### src/design/cupmb_pkg.sv
// shared types, codes and constants of the coap uri-path message builder
package cupmb_pkg;

  localparam int SEGMENT_DEPTH_DEF = 32;

  // input operation codes
  localparam logic [1:0] OP_BEGIN = 2'd0;
  localparam logic [1:0] OP_URL   = 2'd1;
  localparam logic [1:0] OP_PAY   = 2'd2;
  localparam logic [1:0] OP_END   = 2'd3;

  // result kinds
  localparam logic [1:0] KIND_BYTE = 2'd0;
  localparam logic [1:0] KIND_DONE = 2'd1;
  localparam logic [1:0] KIND_ERR  = 2'd2;

  localparam logic [7:0] SLASH_CHAR    = 8'h2F;
  localparam logic [7:0] HDR_VER_BITS  = 8'h40;
  localparam logic [7:0] DELTA_FIRST   = 8'hB0;
  localparam logic [7:0] DELTA_NEXT    = 8'h00;
  localparam logic [3:0] LEN_EXT_NIB   = 4'hD;
  localparam logic [7:0] LEN_EXT_BASE  = 8'd13;
  localparam logic [7:0] PAYLOAD_MARK  = 8'hFF;
  localparam logic [15:0] LEN_MAX      = 16'hFFFF;
  localparam logic [1:0] HDR_LAST      = 2'd3;

  // which result the datapath builds
  typedef enum logic [3:0] {
    R_HDR,
    R_OPT,
    R_EXT,
    R_DATA,
    R_ERR,
    R_MARK,
    R_PAY,
    R_DONE,
    R_NONE
  } sel_t;

  typedef struct packed {
    logic       accept;
    logic       emit;
    sel_t       sel;
    logic [1:0] hdr_idx;
    logic       last;
  } cmd_t;

  typedef struct packed {
    logic slot_free;
    logic payload_started;
    logic overflow;
    logic cnt_zero;
    logic cnt_ext;
    logic idx_last;
  } sts_t;

endpackage

### src/design/cupmb_ram.sv
// generic single write, single registered read ram
module cupmb_ram #(
  parameter int WIDTH = 8,
  parameter int DEPTH = 32
) (
  input  logic                     clk,
  input  logic                     wr_en,
  input  logic [$clog2(DEPTH)-1:0] wr_addr,
  input  logic [WIDTH-1:0]         wr_data,
  input  logic [$clog2(DEPTH)-1:0] rd_addr,
  output logic [WIDTH-1:0]         rd_data
);

  logic [WIDTH-1:0] mem [DEPTH];

  always_ff @(posedge clk) begin
    if (wr_en) begin
      mem[wr_addr] <= wr_data;
    end
    rd_data <= mem[rd_addr];
  end

endmodule

### src/design/cupmb_dpath.sv
// datapath: message state registers, segment store and output register
module cupmb_dpath #(
  parameter int SEGMENT_DEPTH = cupmb_pkg::SEGMENT_DEPTH_DEF
) (
  input  logic              clk,
  input  logic              rst,
  input  cupmb_pkg::cmd_t   cmd,
  output cupmb_pkg::sts_t   sts,
  input  logic [1:0]        operation,
  input  logic [7:0]        byte_value,
  input  logic [1:0]        msg_type,
  input  logic [7:0]        method_code,
  output logic              out_valid,
  input  logic              out_stall,
  output logic [1:0]        result_kind,
  output logic [15:0]       result_value,
  output logic              last_of_run
);
  import cupmb_pkg::*;

  localparam int IDX_W = $clog2(SEGMENT_DEPTH);
  localparam int CNT_W = $clog2(SEGMENT_DEPTH + 1);

  logic [CNT_W-1:0] count;
  logic             first_pending;
  logic             payload_started;
  logic             overflow;
  logic [15:0]      message_id;
  logic [15:0]      message_length;
  logic [1:0]       type_reg;
  logic [7:0]       method_reg;
  logic [7:0]       byte_reg;
  logic [IDX_W-1:0] idx;
  logic [IDX_W-1:0] idx_next;

  logic             store_en;
  logic             has_room;
  logic [7:0]       rd_data;
  logic [7:0]       delta;
  logic [7:0]       res_byte;
  logic [1:0]       res_kind;
  logic             is_byte;
  logic             data_done;

  assign has_room  = count < CNT_W'(SEGMENT_DEPTH);
  assign store_en  = cmd.accept && (operation == OP_URL) && !payload_started &&
                     (byte_value != SLASH_CHAR) && has_room;
  assign data_done = cmd.emit && (cmd.sel == R_DATA) && sts.idx_last;

  always_comb begin
    if (cmd.sel != R_DATA || data_done) begin
      idx_next = '0;
    end else if (cmd.emit) begin
      idx_next = idx + IDX_W'(1);
    end else begin
      idx_next = idx;
    end
  end

  cupmb_ram #(
    .WIDTH(8),
    .DEPTH(SEGMENT_DEPTH)
  ) u_store (
    .clk    (clk),
    .wr_en  (store_en),
    .wr_addr(count[IDX_W-1:0]),
    .wr_data(byte_value),
    .rd_addr(idx_next),
    .rd_data(rd_data)
  );

  assign delta = first_pending ? DELTA_FIRST : DELTA_NEXT;

  // result byte and kind for the selected result
  always_comb begin
    res_byte = '0;
    res_kind = KIND_BYTE;
    is_byte  = 1'b1;
    case (cmd.sel)
      R_HDR: begin
        case (cmd.hdr_idx)
          2'd0:    res_byte = HDR_VER_BITS | {2'b00, type_reg, 4'h0};
          2'd1:    res_byte = method_reg;
          2'd2:    res_byte = message_id[15:8];
          default: res_byte = message_id[7:0];
        endcase
      end
      R_OPT: begin
        if (sts.cnt_ext) begin
          res_byte = {delta[7:4], LEN_EXT_NIB};
        end else begin
          res_byte = {delta[7:4], count[3:0]};
        end
      end
      R_EXT:  res_byte = 8'(count) - LEN_EXT_BASE;
      R_DATA: res_byte = rd_data;
      R_MARK: res_byte = PAYLOAD_MARK;
      R_PAY:  res_byte = byte_reg;
      R_ERR: begin
        res_kind = KIND_ERR;
        is_byte  = 1'b0;
      end
      R_DONE: begin
        res_kind = KIND_DONE;
        is_byte  = 1'b0;
      end
      default: is_byte = 1'b0;
    endcase
  end

  always_ff @(posedge clk) begin
    if (rst) begin
      count           <= '0;
      first_pending   <= 1'b1;
      payload_started <= 1'b0;
      overflow        <= 1'b0;
      message_id      <= '0;
      message_length  <= '0;
      out_valid       <= 1'b0;
      idx             <= '0;
    end else begin
      idx <= idx_next;
      if (cmd.accept) begin
        if (operation == OP_BEGIN) begin
          count           <= '0;
          first_pending   <= 1'b1;
          payload_started <= 1'b0;
          overflow        <= 1'b0;
          message_length  <= '0;
        end else if (store_en) begin
          count <= count + CNT_W'(1);
        end else if ((operation == OP_URL) && !payload_started &&
                     (byte_value != SLASH_CHAR)) begin
          overflow <= 1'b1;
        end
      end
      if (cmd.emit) begin
        if (is_byte && message_length != LEN_MAX) begin
          message_length <= message_length + 16'd1;
        end
        if (cmd.sel == R_HDR && cmd.hdr_idx == HDR_LAST) begin
          message_id <= message_id + 16'd1;
        end
        if (cmd.sel == R_MARK) begin
          payload_started <= 1'b1;
        end
        if (cmd.sel == R_ERR) begin
          count    <= '0;
          overflow <= 1'b0;
        end
        if (data_done) begin
          count         <= '0;
          first_pending <= 1'b0;
        end
      end
      if (cmd.emit) begin
        out_valid <= 1'b1;
      end else if (!out_stall) begin
        out_valid <= 1'b0;
      end
    end
  end

  // input payload latches and output payload register
  always_ff @(posedge clk) begin
    if (cmd.accept) begin
      type_reg   <= msg_type;
      method_reg <= method_code;
      byte_reg   <= byte_value;
    end
    if (cmd.emit) begin
      result_kind  <= res_kind;
      result_value <= (cmd.sel == R_DONE) ? message_length : {8'h00, res_byte};
      last_of_run  <= cmd.last;
    end
  end

  assign sts.slot_free       = !out_valid || !out_stall;
  assign sts.payload_started = payload_started;
  assign sts.overflow        = overflow;
  assign sts.cnt_zero        = (count == '0);
  assign sts.cnt_ext         = (count >= CNT_W'(13));
  assign sts.idx_last        = ((CNT_W'(idx) + CNT_W'(1)) == count);

endmodule

### src/design/cupmb_ctrl.sv
// controller: sequences the result beats of each accepted item
module cupmb_ctrl (
  input  logic            clk,
  input  logic            rst,
  input  logic            in_valid,
  output logic            in_stall,
  input  logic [1:0]      operation,
  input  logic [7:0]      byte_value,
  input  cupmb_pkg::sts_t sts,
  output cupmb_pkg::cmd_t cmd
);
  import cupmb_pkg::*;

  typedef enum logic [3:0] {
    S_IDLE,
    S_HDR,
    S_OPT,
    S_EXT,
    S_DATA,
    S_ERR,
    S_MARK,
    S_PAY,
    S_DONE
  } state_t;

  state_t     state;
  state_t     state_next;
  logic [1:0] op;
  logic [1:0] hcnt;
  logic       accept;
  state_t     after_new;
  state_t     after_cur;
  state_t     close_tgt;

  assign accept   = in_valid && (state == S_IDLE);
  assign in_stall = (state != S_IDLE);

  // where to go once the segment is closed
  always_comb begin
    case (operation)
      OP_PAY:  after_new = S_MARK;
      OP_END:  after_new = S_DONE;
      default: after_new = S_IDLE;
    endcase
    case (op)
      OP_PAY:  after_cur = S_MARK;
      OP_END:  after_cur = S_DONE;
      default: after_cur = S_IDLE;
    endcase
    if (sts.overflow) begin
      close_tgt = S_ERR;
    end else if (!sts.cnt_zero) begin
      close_tgt = S_OPT;
    end else begin
      close_tgt = after_new;
    end
  end

  always_comb begin
    cmd.accept  = accept;
    cmd.emit    = (state != S_IDLE) && sts.slot_free;
    cmd.hdr_idx = hcnt;
    cmd.last    = 1'b0;
    cmd.sel     = R_NONE;
    state_next  = state;
    case (state)
      S_IDLE: begin
        if (accept) begin
          case (operation)
            OP_BEGIN: state_next = S_HDR;
            OP_URL: begin
              if (!sts.payload_started && byte_value == SLASH_CHAR) begin
                state_next = close_tgt;
              end
            end
            default: begin
              // once payload has started the marker is not repeated
              if (!sts.payload_started) begin
                state_next = close_tgt;
              end else if (operation == OP_PAY) begin
                state_next = S_PAY;
              end else begin
                state_next = S_DONE;
              end
            end
          endcase
        end
      end
      S_HDR: begin
        cmd.sel  = R_HDR;
        cmd.last = (hcnt == HDR_LAST);
        if (cmd.emit && hcnt == HDR_LAST) state_next = S_IDLE;
      end
      S_OPT: begin
        cmd.sel = R_OPT;
        if (cmd.emit) state_next = sts.cnt_ext ? S_EXT : S_DATA;
      end
      S_EXT: begin
        cmd.sel = R_EXT;
        if (cmd.emit) state_next = S_DATA;
      end
      S_DATA: begin
        cmd.sel  = R_DATA;
        cmd.last = sts.idx_last && (op == OP_URL);
        if (cmd.emit && sts.idx_last) state_next = after_cur;
      end
      S_ERR: begin
        cmd.sel  = R_ERR;
        cmd.last = (op == OP_URL);
        if (cmd.emit) state_next = after_cur;
      end
      S_MARK: begin
        cmd.sel = R_MARK;
        if (cmd.emit) state_next = S_PAY;
      end
      S_PAY: begin
        cmd.sel  = R_PAY;
        cmd.last = 1'b1;
        if (cmd.emit) state_next = S_IDLE;
      end
      S_DONE: begin
        cmd.sel  = R_DONE;
        cmd.last = 1'b1;
        if (cmd.emit) state_next = S_IDLE;
      end
      default: state_next = S_IDLE;
    endcase
  end

  always_ff @(posedge clk) begin
    if (rst) begin
      state <= S_IDLE;
      op    <= OP_BEGIN;
      hcnt  <= '0;
    end else begin
      state <= state_next;
      if (accept) begin
        op   <= operation;
        hcnt <= '0;
      end else if (state == S_HDR && cmd.emit) begin
        hcnt <= hcnt + 2'd1;
      end
    end
  end

endmodule

### src/design/coap_uri_path_message_builder.sv
// top level of the coap uri-path message builder
//
// streams a coap message one byte beat at a time. a begin item gives four
// header beats (version 1 with type, method code, message id high then low);
// url bytes are held in a segment store of SEGMENT_DEPTH bytes, and a '/',
// the first payload byte or the end item turns a non-empty segment into one
// uri-path option (option byte, extension byte for lengths of 13 and up, then
// the segment bytes). a segment that overflows the store gives one error beat
// instead. the first payload byte is preceded by a 0xff marker beat, and the
// end item gives a done beat carrying the message length, saturated at 65535.
// last_of_run marks the final beat caused by an item.
// rate: items are taken one at a time; the input is stalled from the accept of
// an item until its last beat is issued. an item that makes no beat (a plain url
// byte, an empty-segment '/', a url byte after payload) does not stall the input.
// beats go out one per cycle while the output is not stalled, paced by the
// controller's beat sequencer and the single read port of the segment store
// (a segment of L bytes flushes in L + 1 or L + 2 beats).
// there is no clearing pass after reset.
module coap_uri_path_message_builder #(
  parameter int SEGMENT_DEPTH = cupmb_pkg::SEGMENT_DEPTH_DEF
) (
  input  logic        clk,
  input  logic        rst,
  // input channel
  input  logic        in_valid,
  output logic        in_stall,
  input  logic [1:0]  operation,
  input  logic [7:0]  byte_value,
  input  logic [1:0]  msg_type,
  input  logic [7:0]  method_code,
  // result channel
  output logic        out_valid,
  input  logic        out_stall,
  output logic [1:0]  result_kind,
  output logic [15:0] result_value,
  output logic        last_of_run
);
  import cupmb_pkg::*;

  // command and status between controller and datapath
  cmd_t cmd;
  sts_t sts;

  // sequencer: decides the beats of each item
  cupmb_ctrl u_ctrl (
    .clk       (clk),
    .rst       (rst),
    .in_valid  (in_valid),
    .in_stall  (in_stall),
    .operation (operation),
    .byte_value(byte_value),
    .sts       (sts),
    .cmd       (cmd)
  );

  // message state, segment store and registered output beat
  cupmb_dpath #(
    .SEGMENT_DEPTH(SEGMENT_DEPTH)
  ) u_dpath (
    .clk         (clk),
    .rst         (rst),
    .cmd         (cmd),
    .sts         (sts),
    .operation   (operation),
    .byte_value  (byte_value),
    .msg_type    (msg_type),
    .method_code (method_code),
    .out_valid   (out_valid),
    .out_stall   (out_stall),
    .result_kind (result_kind),
    .result_value(result_value),
    .last_of_run (last_of_run)
  );

endmodule

### config.mk
export PLATFORM = sky130hd
export DESIGN_NAME = coap_uri_path_message_builder
export DESIGN_NICKNAME = d
export VERILOG_FILES = /design/src/design/cupmb_pkg.sv /design/src/design/cupmb_ram.sv /design/src/design/cupmb_dpath.sv /design/src/design/cupmb_ctrl.sv /design/src/design/coap_uri_path_message_builder.sv
export SDC_FILE = /design/constraint.sdc
export NUM_CORES = 1
export LEC_CHECK = 0
export ABC_CLOCK_PERIOD_IN_PS = 5300
export BUFFER_PORTS_ARGS = -buffer_cell sky130_fd_sc_hd__buf_2
export CAP_MARGIN = 15
export CORE_MARGIN = 4
export CORE_UTILIZATION = 40
export CTS_CLUSTER_DIAMETER = 150
export CTS_CLUSTER_SIZE = 20
export DETAILED_ROUTE_END_ITERATION = 7
export GPL_ROUTABILITY_DRIVEN = 0
export PLACE_DENSITY = 0.52
export SETUP_SLACK_MARGIN = 0.02
export SLEW_MARGIN = 20
export SYNTH_ARGS = -nofsm -noshare
export SYNTH_HDL_FRONTEND = slang
export SYNTH_SLANG_ARGS = --single-unit
export TNS_END_PERCENT = 20
### constraint.sdc
create_clock -name clk -period 5.3 [get_ports clk]
set_input_delay 0.53 -clock clk [delete_from_list [all_inputs] [get_ports clk]]
set_output_delay 0.53 -clock clk [all_outputs]
set_load 0.02 [all_outputs]
## After elaboration in Yosys (flattened, before gate mapping)

Memories as Yosys holds them, arrays and structs flattened. A register that Yosys moved wholly into a read port is not among the register bits.
Index checks and enable logic that the tools add are counted.

- Input port bits: 24
- Output and inout port bits: 21
- Memories: 1
- Memory bits (writable): 256
- Word-level logic and storage cells: 157
- Flip-flop bits (word level): 92

- Muxes and demuxes: 57
- Reduce and logical (&&, ||, !) cells: 33
- Add/subtract/negate cells: 7
- Eq/ne operators: 39
- Magnitude comparators: 2

Memory list:

| name | words | bits a word | rd ports | clocked after Yosys merged registers in | wr ports | RTL line | text |
|---|---|---|---|---|---|---|---|
| u_dpath.u_store.mem | 32 | 8 | 1 | 1 | 1 | cupmb_ram.sv:14 | `logic [WIDTH-1:0] mem [DEPTH];` |

Operators by type and width:

| cell | count |
|---|---|
| 2-to-1 mux 16 bit | 4 |
| case mux 4 bit (8 select lines) | 2 |
| 2-to-1 mux 4 bit | 14 |
| case mux 8 bit (6 select lines) | 1 |
| 2-to-1 mux 6 bit | 6 |
| adder 16 x 1 -> 16 bit (second input constant) | 2 |
| == test 4 x 3 -> 1 bit (second input constant) | 8 |
| case mux 4 bit (2 select lines) | 3 |
| case mux 8 bit (3 select lines) | 1 |
| 2-to-1 mux 1 bit | 19 |
| != test 2 x 1 -> 1 bit (second input constant) | 9 |
| logical AND 1 bit | 17 |
| == test 4 x 2 -> 1 bit (second input constant) | 4 |
| 2-to-1 mux 8 bit | 2 |
| != test 16 bit (second input constant) | 1 |
| == test 2 bit (second input constant) | 6 |
| 2-to-1 mux 5 bit | 2 |
| AND reduction 9 bit | 1 |
| == test 4 x 1 -> 1 bit (second input constant) | 2 |
| == test 8 x 6 -> 1 bit (second input constant) | 1 |
| logical NOT 4 bit | 2 |
| != test 8 x 6 -> 1 bit (second input constant) | 1 |
| subtractor 6 x 4 -> 7 bit (second input constant) | 1 |
| adder 5 x 1 -> 6 bit (second input constant) | 1 |
| other kinds (21) | 28 |

## Longest topological paths before layout

- Depth in word-level cells: 12
- Mapped depth: 15
- Depth with buffers taken out: 11

## Modules after synthesis

Synthesis repeated with hierarchy kept, for this count alone.

- Cells, all modules: 980
- Area, all modules: 15240.9 sq um

Modules (own cells, without submodules):

| module | instances | area an instance (sq um) | sequential area each (sq um) | cells each |
|---|---|---|---|---|
| cupmb_ram | 1 | 10053.4 | 7847.5 | 417 |
| cupmb_dpath | 1 | 4459.3 | 2052.0 | 470 |
| cupmb_ctrl | 1 | 728.2 | 160.2 | 93 |

## Least setup slack after synthesis

OpenSTA, ideal clock, no wires.

- Path kind: input port to flip-flop
- Start: input port out_stall
- End: register u_dpath.u_store.rd_data[5], read port of u_dpath.u_store.mem
- Library setup time: 0.131 ns
- Stages on the path: 11
- Data required time: 5.169 ns
- Arrival time: 2.874 ns
- Path slack: 2.295 ns
- Cells stage by stage: nand2_1 -> nand2_2 -> inv_2 -> clkbuf_1 -> buf_2 -> buf_1 -> o21ai_0 -> a211oi_1 -> o21ai_0 -> o211ai_1 -> o211ai_1

RTL lines:

| item | RTL line | text |
|---|---|---|
| start, declared | coap_uri_path_message_builder.sv:33 | `input logic out_stall,` |
| end, declared | cupmb_ram.sv:11 | `output logic [WIDTH-1:0] rd_data` |

## Worst setup path after layout

- Start: register u_dpath.idx[0]
- End: register u_dpath.u_store.rd_data[0], read port of u_dpath.u_store.mem

- Longest elaborated chain between the ends: 5
- Elaborated cells between the ends (all ways): 7
- Those cells by class: add/sub (2); eq/ne (1); mux (2); reduce/logical (2)

RTL lines:

| item | RTL line | text |
|---|---|---|
| start, declared | cupmb_dpath.sv:33 | `logic [IDX_W-1:0] idx;` |
| start signal, assigned | cupmb_dpath.sv:122 | `idx <= idx_next;` |
| adder 5 x 1 -> 6 bit | cupmb_dpath.sv:183 | `assign sts.idx_last = ((CNT_W'(idx) + CNT_W'(1)) == count);` |
| == test 6 bit | cupmb_dpath.sv:183 |  |
| logical AND 1 bit | cupmb_dpath.sv:48 | `assign data_done = cmd.emit && (cmd.sel == R_DATA) && sts.idx_last;` |
| logical OR 1 bit | cupmb_dpath.sv:51 | `if (cmd.sel != R_DATA \|\| data_done) begin` |
| 2-to-1 mux 5 bit * | cupmb_dpath.sv:51 |  |

Mark *: on every way between the ends. The rest lies on a longest branch, timed or not.
A chain may end at the register's enable or synchronous reset.

==> summary by stage <==
Outcome
The flow ran to the end, and the final reports show no timing, DRC or antenna violations.

STA
The maximum clock frequency is 227 MHz. The relative slew slack is around 19%. In the final timing run, aggregate negative setup slack is 0 ns. After layout, the worst path uses 83.0% of the clock period.

Setup violations remaining at the end of the flow were counted as 0. On the final layout, the worst clock skew is 0.0263 ns. The worst path needs around 4.4 ns of the cycle, external delays included.

The final-report hold violation count is 0. Setup repair after global routing left no endpoint under its margin. At the pin with the least slew margin, the transition time is 1.20 ns. The number of pins with negative max-slew slack in the final report came to 0.

Die
The floorplan step set the die height to approximately 210 um. The floorplan core area is 0.0408 mm^2. The initial utilization of the core area, before any placement, comes to 40.5%. Measured along the x axis, the die boundary spans around 210 um. The die footprint is 0.0446 mm^2.

The floorplan has 74 rows. In this run the count of I/O pins placed on the die edge is 45.

Power
The leakage power of the design is just under 0.006 uW. The net switching power is 2630 uW. The power per cell area is 409 mW/mm^2. The proportion of power drawn by combinational gates is about 31%. The internal power of the cells totals around 4700 uW.

The sequential fraction of design power is 45.3%. The net switching fraction of the power is 36.0%. The clock network is responsible for 23.6% of the overall power.

Across the VDD grid, the largest voltage drop is 0.339 mV.

Yosys
Of all cell types, the one taking the most synthesized area is sky130_fd_sc_hd__edfxtp_1. Summing the sequential cell areas from Yosys gives 60.9% of the chip area. The dominant register cell in the synthesized netlist is sky130_fd_sc_hd__edfxtp_1. After synthesis, the cell types taking the most area are sky130_fd_sc_hd__edfxtp_1 (53%), sky130_fd_sc_hd__dfxtp_1 (7.6%), sky130_fd_sc_hd__nand2_1 (3.7%), sky130_fd_sc_hd__nor2_1 (3.1%), sky130_fd_sc_hd__mux2i_1 (2.7%). The share of Yosys cell area claimed by the top area cell type is 53.3%. The cell count after synthesis is 1436.

The number of synthesis warnings is 0. The most frequent cell after synthesis is sky130_fd_sc_hd__edfxtp_1. The register bit total from synthesis is 356. The post-synthesis average cell area is approximately 12 um^2. The commonest cells after synthesis are sky130_fd_sc_hd__edfxtp_1 (293), sky130_fd_sc_hd__nand2_1 (165), sky130_fd_sc_hd__nor2_1 (135). The summed instance area of the synthesized netlist is 0.0165 mm^2. Counting flops with a built-in enable in the synthesized netlist gives roughly 300.

The number of different library cells used by synthesis comes to 84. The share of flip-flops with an asynchronous set or reset after synthesis is 0%. When the netlist entered floorplanning its net count stood at 1473.

Clocking
The number of buffers inserted for hold repair after clock tree synthesis is 0. The clock slew seen by the registers of the worst setup and hold paths is 0.10 ns. The clock root buffer master is sky130_fd_sc_hd__clkbuf_16. The latest clock arrival within the worst-skew pair is 0.56 ns. The number of buffers created by CTS is 21. The post-cts resize count is 0. The post-CTS setup buffer count is 0. CTS saw 356 sinks. In this run the number of H-tree levels came out at 1. The buffer levels on the longest clock path is 3.

TritonCTS built the clock tree.

Worst setup path
The startpoint of the worst-slack reg-to-reg timing path is u_dpath.idx[0]$_SDFF_PP0_. Among all stages on the critical path, the largest delay is contributed by sky130_fd_sc_hd__a2111oi_0. The critical path is of the register to register type. Together, buffers and inverters on the worst path number 0. The signal on the critical path passes through ha_1, xnor2_1, a221oi_2, or2_1, a21oi_1, or2_1, nor2_1, o2bb2ai_1, a2111oi_0, a32o_1.

Of all nets on the critical path, the largest fanout is 26. Counting cells, the worst reg-to-reg path comes to 10. The launch point of the critical path is u_dpath.idx[0]$_SDFF_PP0_.

The worst endpoint data arrival time is 4.90 ns. The critical path ends at u_dpath.u_store.rd_data[0]$_DFF_P_. On the critical path the largest part of the delay comes from compound AO/OA/AOI/OAI gates. STA classifies the critical path endpoint as a register.

The most repeated library cell on the critical path is sky130_fd_sc_hd__or2_1. The delay contributed by the slowest stage of the critical path is 0.83 ns. The worst register-to-register path ends at u_dpath.u_store.rd_data[0]$_DFF_P_. The kind of start point of the critical path is a register.

STA puts the critical path data required time at 5.80 ns. The setup slack on the worst flop-to-flop path is 0.90 ns. The critical path runs through a total of 10 cells.

Detailed routing
Dividing the detail-routed via count by the number of cells gives around 6. The DRC marker count from the first detailed-route iteration is about 1300. The routed layout has 11997 vias. The count of nets left with antenna violations after detail routing is 0. The average wire per cell in the routed design is 25.4 um. After detailed routing, the number of remaining DRC violations is 0. The final layout contains routed wiring with a total length of about 50 mm.

The number of detailed-route iterations in the first pass is 5.

Global route
After global routing the overflow that remains totals 0. The initial antenna violation count is 2. The pin count of the biggest net entering global routing is 76. The number of global-route vias before repair is 11328.

The first-pass GRT wire length is 73.7 mm. Global routing consumed, over all layers together, 21.8% of the routing resources.

Cells and area
The proportion of layout cells with a drive suffix above 1 is about 9.9%. For this run, the share of the core covered by cells in the final layout is 43.7%. The flip-flop count of the largest register after layout is 256.

The register name with the most flops is u_dpath.u_store.mem. From synthesis to final layout, the design area changed by 7.98%. At the end of the flow, the number of nets in the layout was 1467.

Placement
The number of buffers added on ports is 44. Detailed placement finished with a half-perimeter wire length of 33.5 mm.

Hold path
The class of the worst hold path is input pin to register.

Job
The max-capacitance violation count is 0.
layout make-up:
class | instances | area, um^2
multi-input cells | 955 | 5920
fillers | 3789 | 23000
flip-flops and latches | 356 | 10100
diodes | 1 | 2.50
repair buffers | 78 | 504
well taps | 532 | 666
inverters | 18 | 68.8
clock buffers | 37 | 607
clock inverters | 1 | 8.76
routing by layer:
layer / share of wire [%] / GRT usage, % / vias up / wire, um
li1: - / - / 5474 / -
met1: 43 / 30.2 / 6029 / 21600
met4: 2.2 / 4.40 / 0 / 1080
met3: 6.2 / 3.07 / 69 / 3110
met5: 0 / 0 / - / 0
met2: 49 / 37.0 / 425 / 24400
power by group through the flow:
stage	Combinational, uW	Clock, uW	Sequential, uW
after floorplan	1470	0	3430
after detailed placement	2240	0	3370
after global routing	2440	1870	3320
after global placement	2210	0	3370
final	2260	1720	3310
after CTS	2240	1760	3300
cell families (layout without fill, tap and decap cells):
| kind of cell | after synthesis | after routing | share of synthesized area [%] |
|---|---|---|---|
| compound gates | 392 | 392 | 16.7 |
| xor+xnor | 31 | 31 | 1.64 |
| fa+ha+maj | 13 | 13 | 0.985 |
| buf+inv | 125 | 134 | 3.47 |
| flops | 356 | 356 | 60.9 |
| mux | 49 | 49 | 3.00 |
| other cells | 0 | 1 | 0 |
| simple gates | 470 | 470 | 13.3 |
placed cells by master, fill, tap and decap left out, types with 16 or more instances in the layout:
master	n
sky130_fd_sc_hd__edfxtp_1	293
sky130_fd_sc_hd__nand2_1	165
sky130_fd_sc_hd__nor2_1	134
sky130_fd_sc_hd__a21oi_1	83
sky130_fd_sc_hd__o21ai_0	70
sky130_fd_sc_hd__dfxtp_1	62
sky130_fd_sc_hd__mux2i_1	45
sky130_fd_sc_hd__buf_2	44
sky130_fd_sc_hd__o22ai_1	36
sky130_fd_sc_hd__nor3_1	33
sky130_fd_sc_hd__buf_4	31
sky130_fd_sc_hd__nand3_1	29
sky130_fd_sc_hd__clkbuf_16	22
sky130_fd_sc_hd__and3_1	21
sky130_fd_sc_hd__o211ai_1	17
sky130_fd_sc_hd__inv_1	16
sky130_fd_sc_hd__xnor2_1	16
sky130_fd_sc_hd__a31oi_1	16
how the worst min path moves through the flow:
stage | end | cells after the start | from
2_1_floorplan | u_dpath.message_length[14]$_SDFF_PP0_ | 2 | u_dpath.message_length[14]$_SDFF_PP0_
3_3_place_gp | u_ctrl.op[0]$_SDFFE_PP0N_ | 2 | u_ctrl.op[0]$_SDFFE_PP0N_
3_5_place_dp | u_ctrl.op[0]$_SDFFE_PP0N_ | 2 | u_ctrl.op[0]$_SDFFE_PP0N_
4_1_cts | u_dpath.method_reg[0]$_DFFE_PN_ | 1 | method_code[0]
5_1_grt | u_dpath.method_reg[2]$_DFFE_PN_ | 1 | method_code[2]
6_report | u_dpath.method_reg[0]$_DFFE_PN_ | 1 | method_code[0]
per-stage QoR:
| step | setup slack (ns) | area [um^2] | power, uW | hold slack (ns) | cells |
|---|---|---|---|---|---|
| global route | 0.683 | 17800 | 7630 | 0.127 | 1977 |
| global placement | 1.07 | 17200 | 5580 | 0.471 | 1938 |
| detailed placement | 1.04 | 17200 | 5610 | 0.479 | 1938 |
| finish | 0.899 | 17800 | 7290 | 0.156 | 1978 |
| floorplan | 2.29 | 16500 | 4900 | 0.457 | 1436 |
| CTS | 0.999 | 17800 | 7310 | 0.128 | 1976 |
Note: power is estimated with default switching activity, not from simulation.
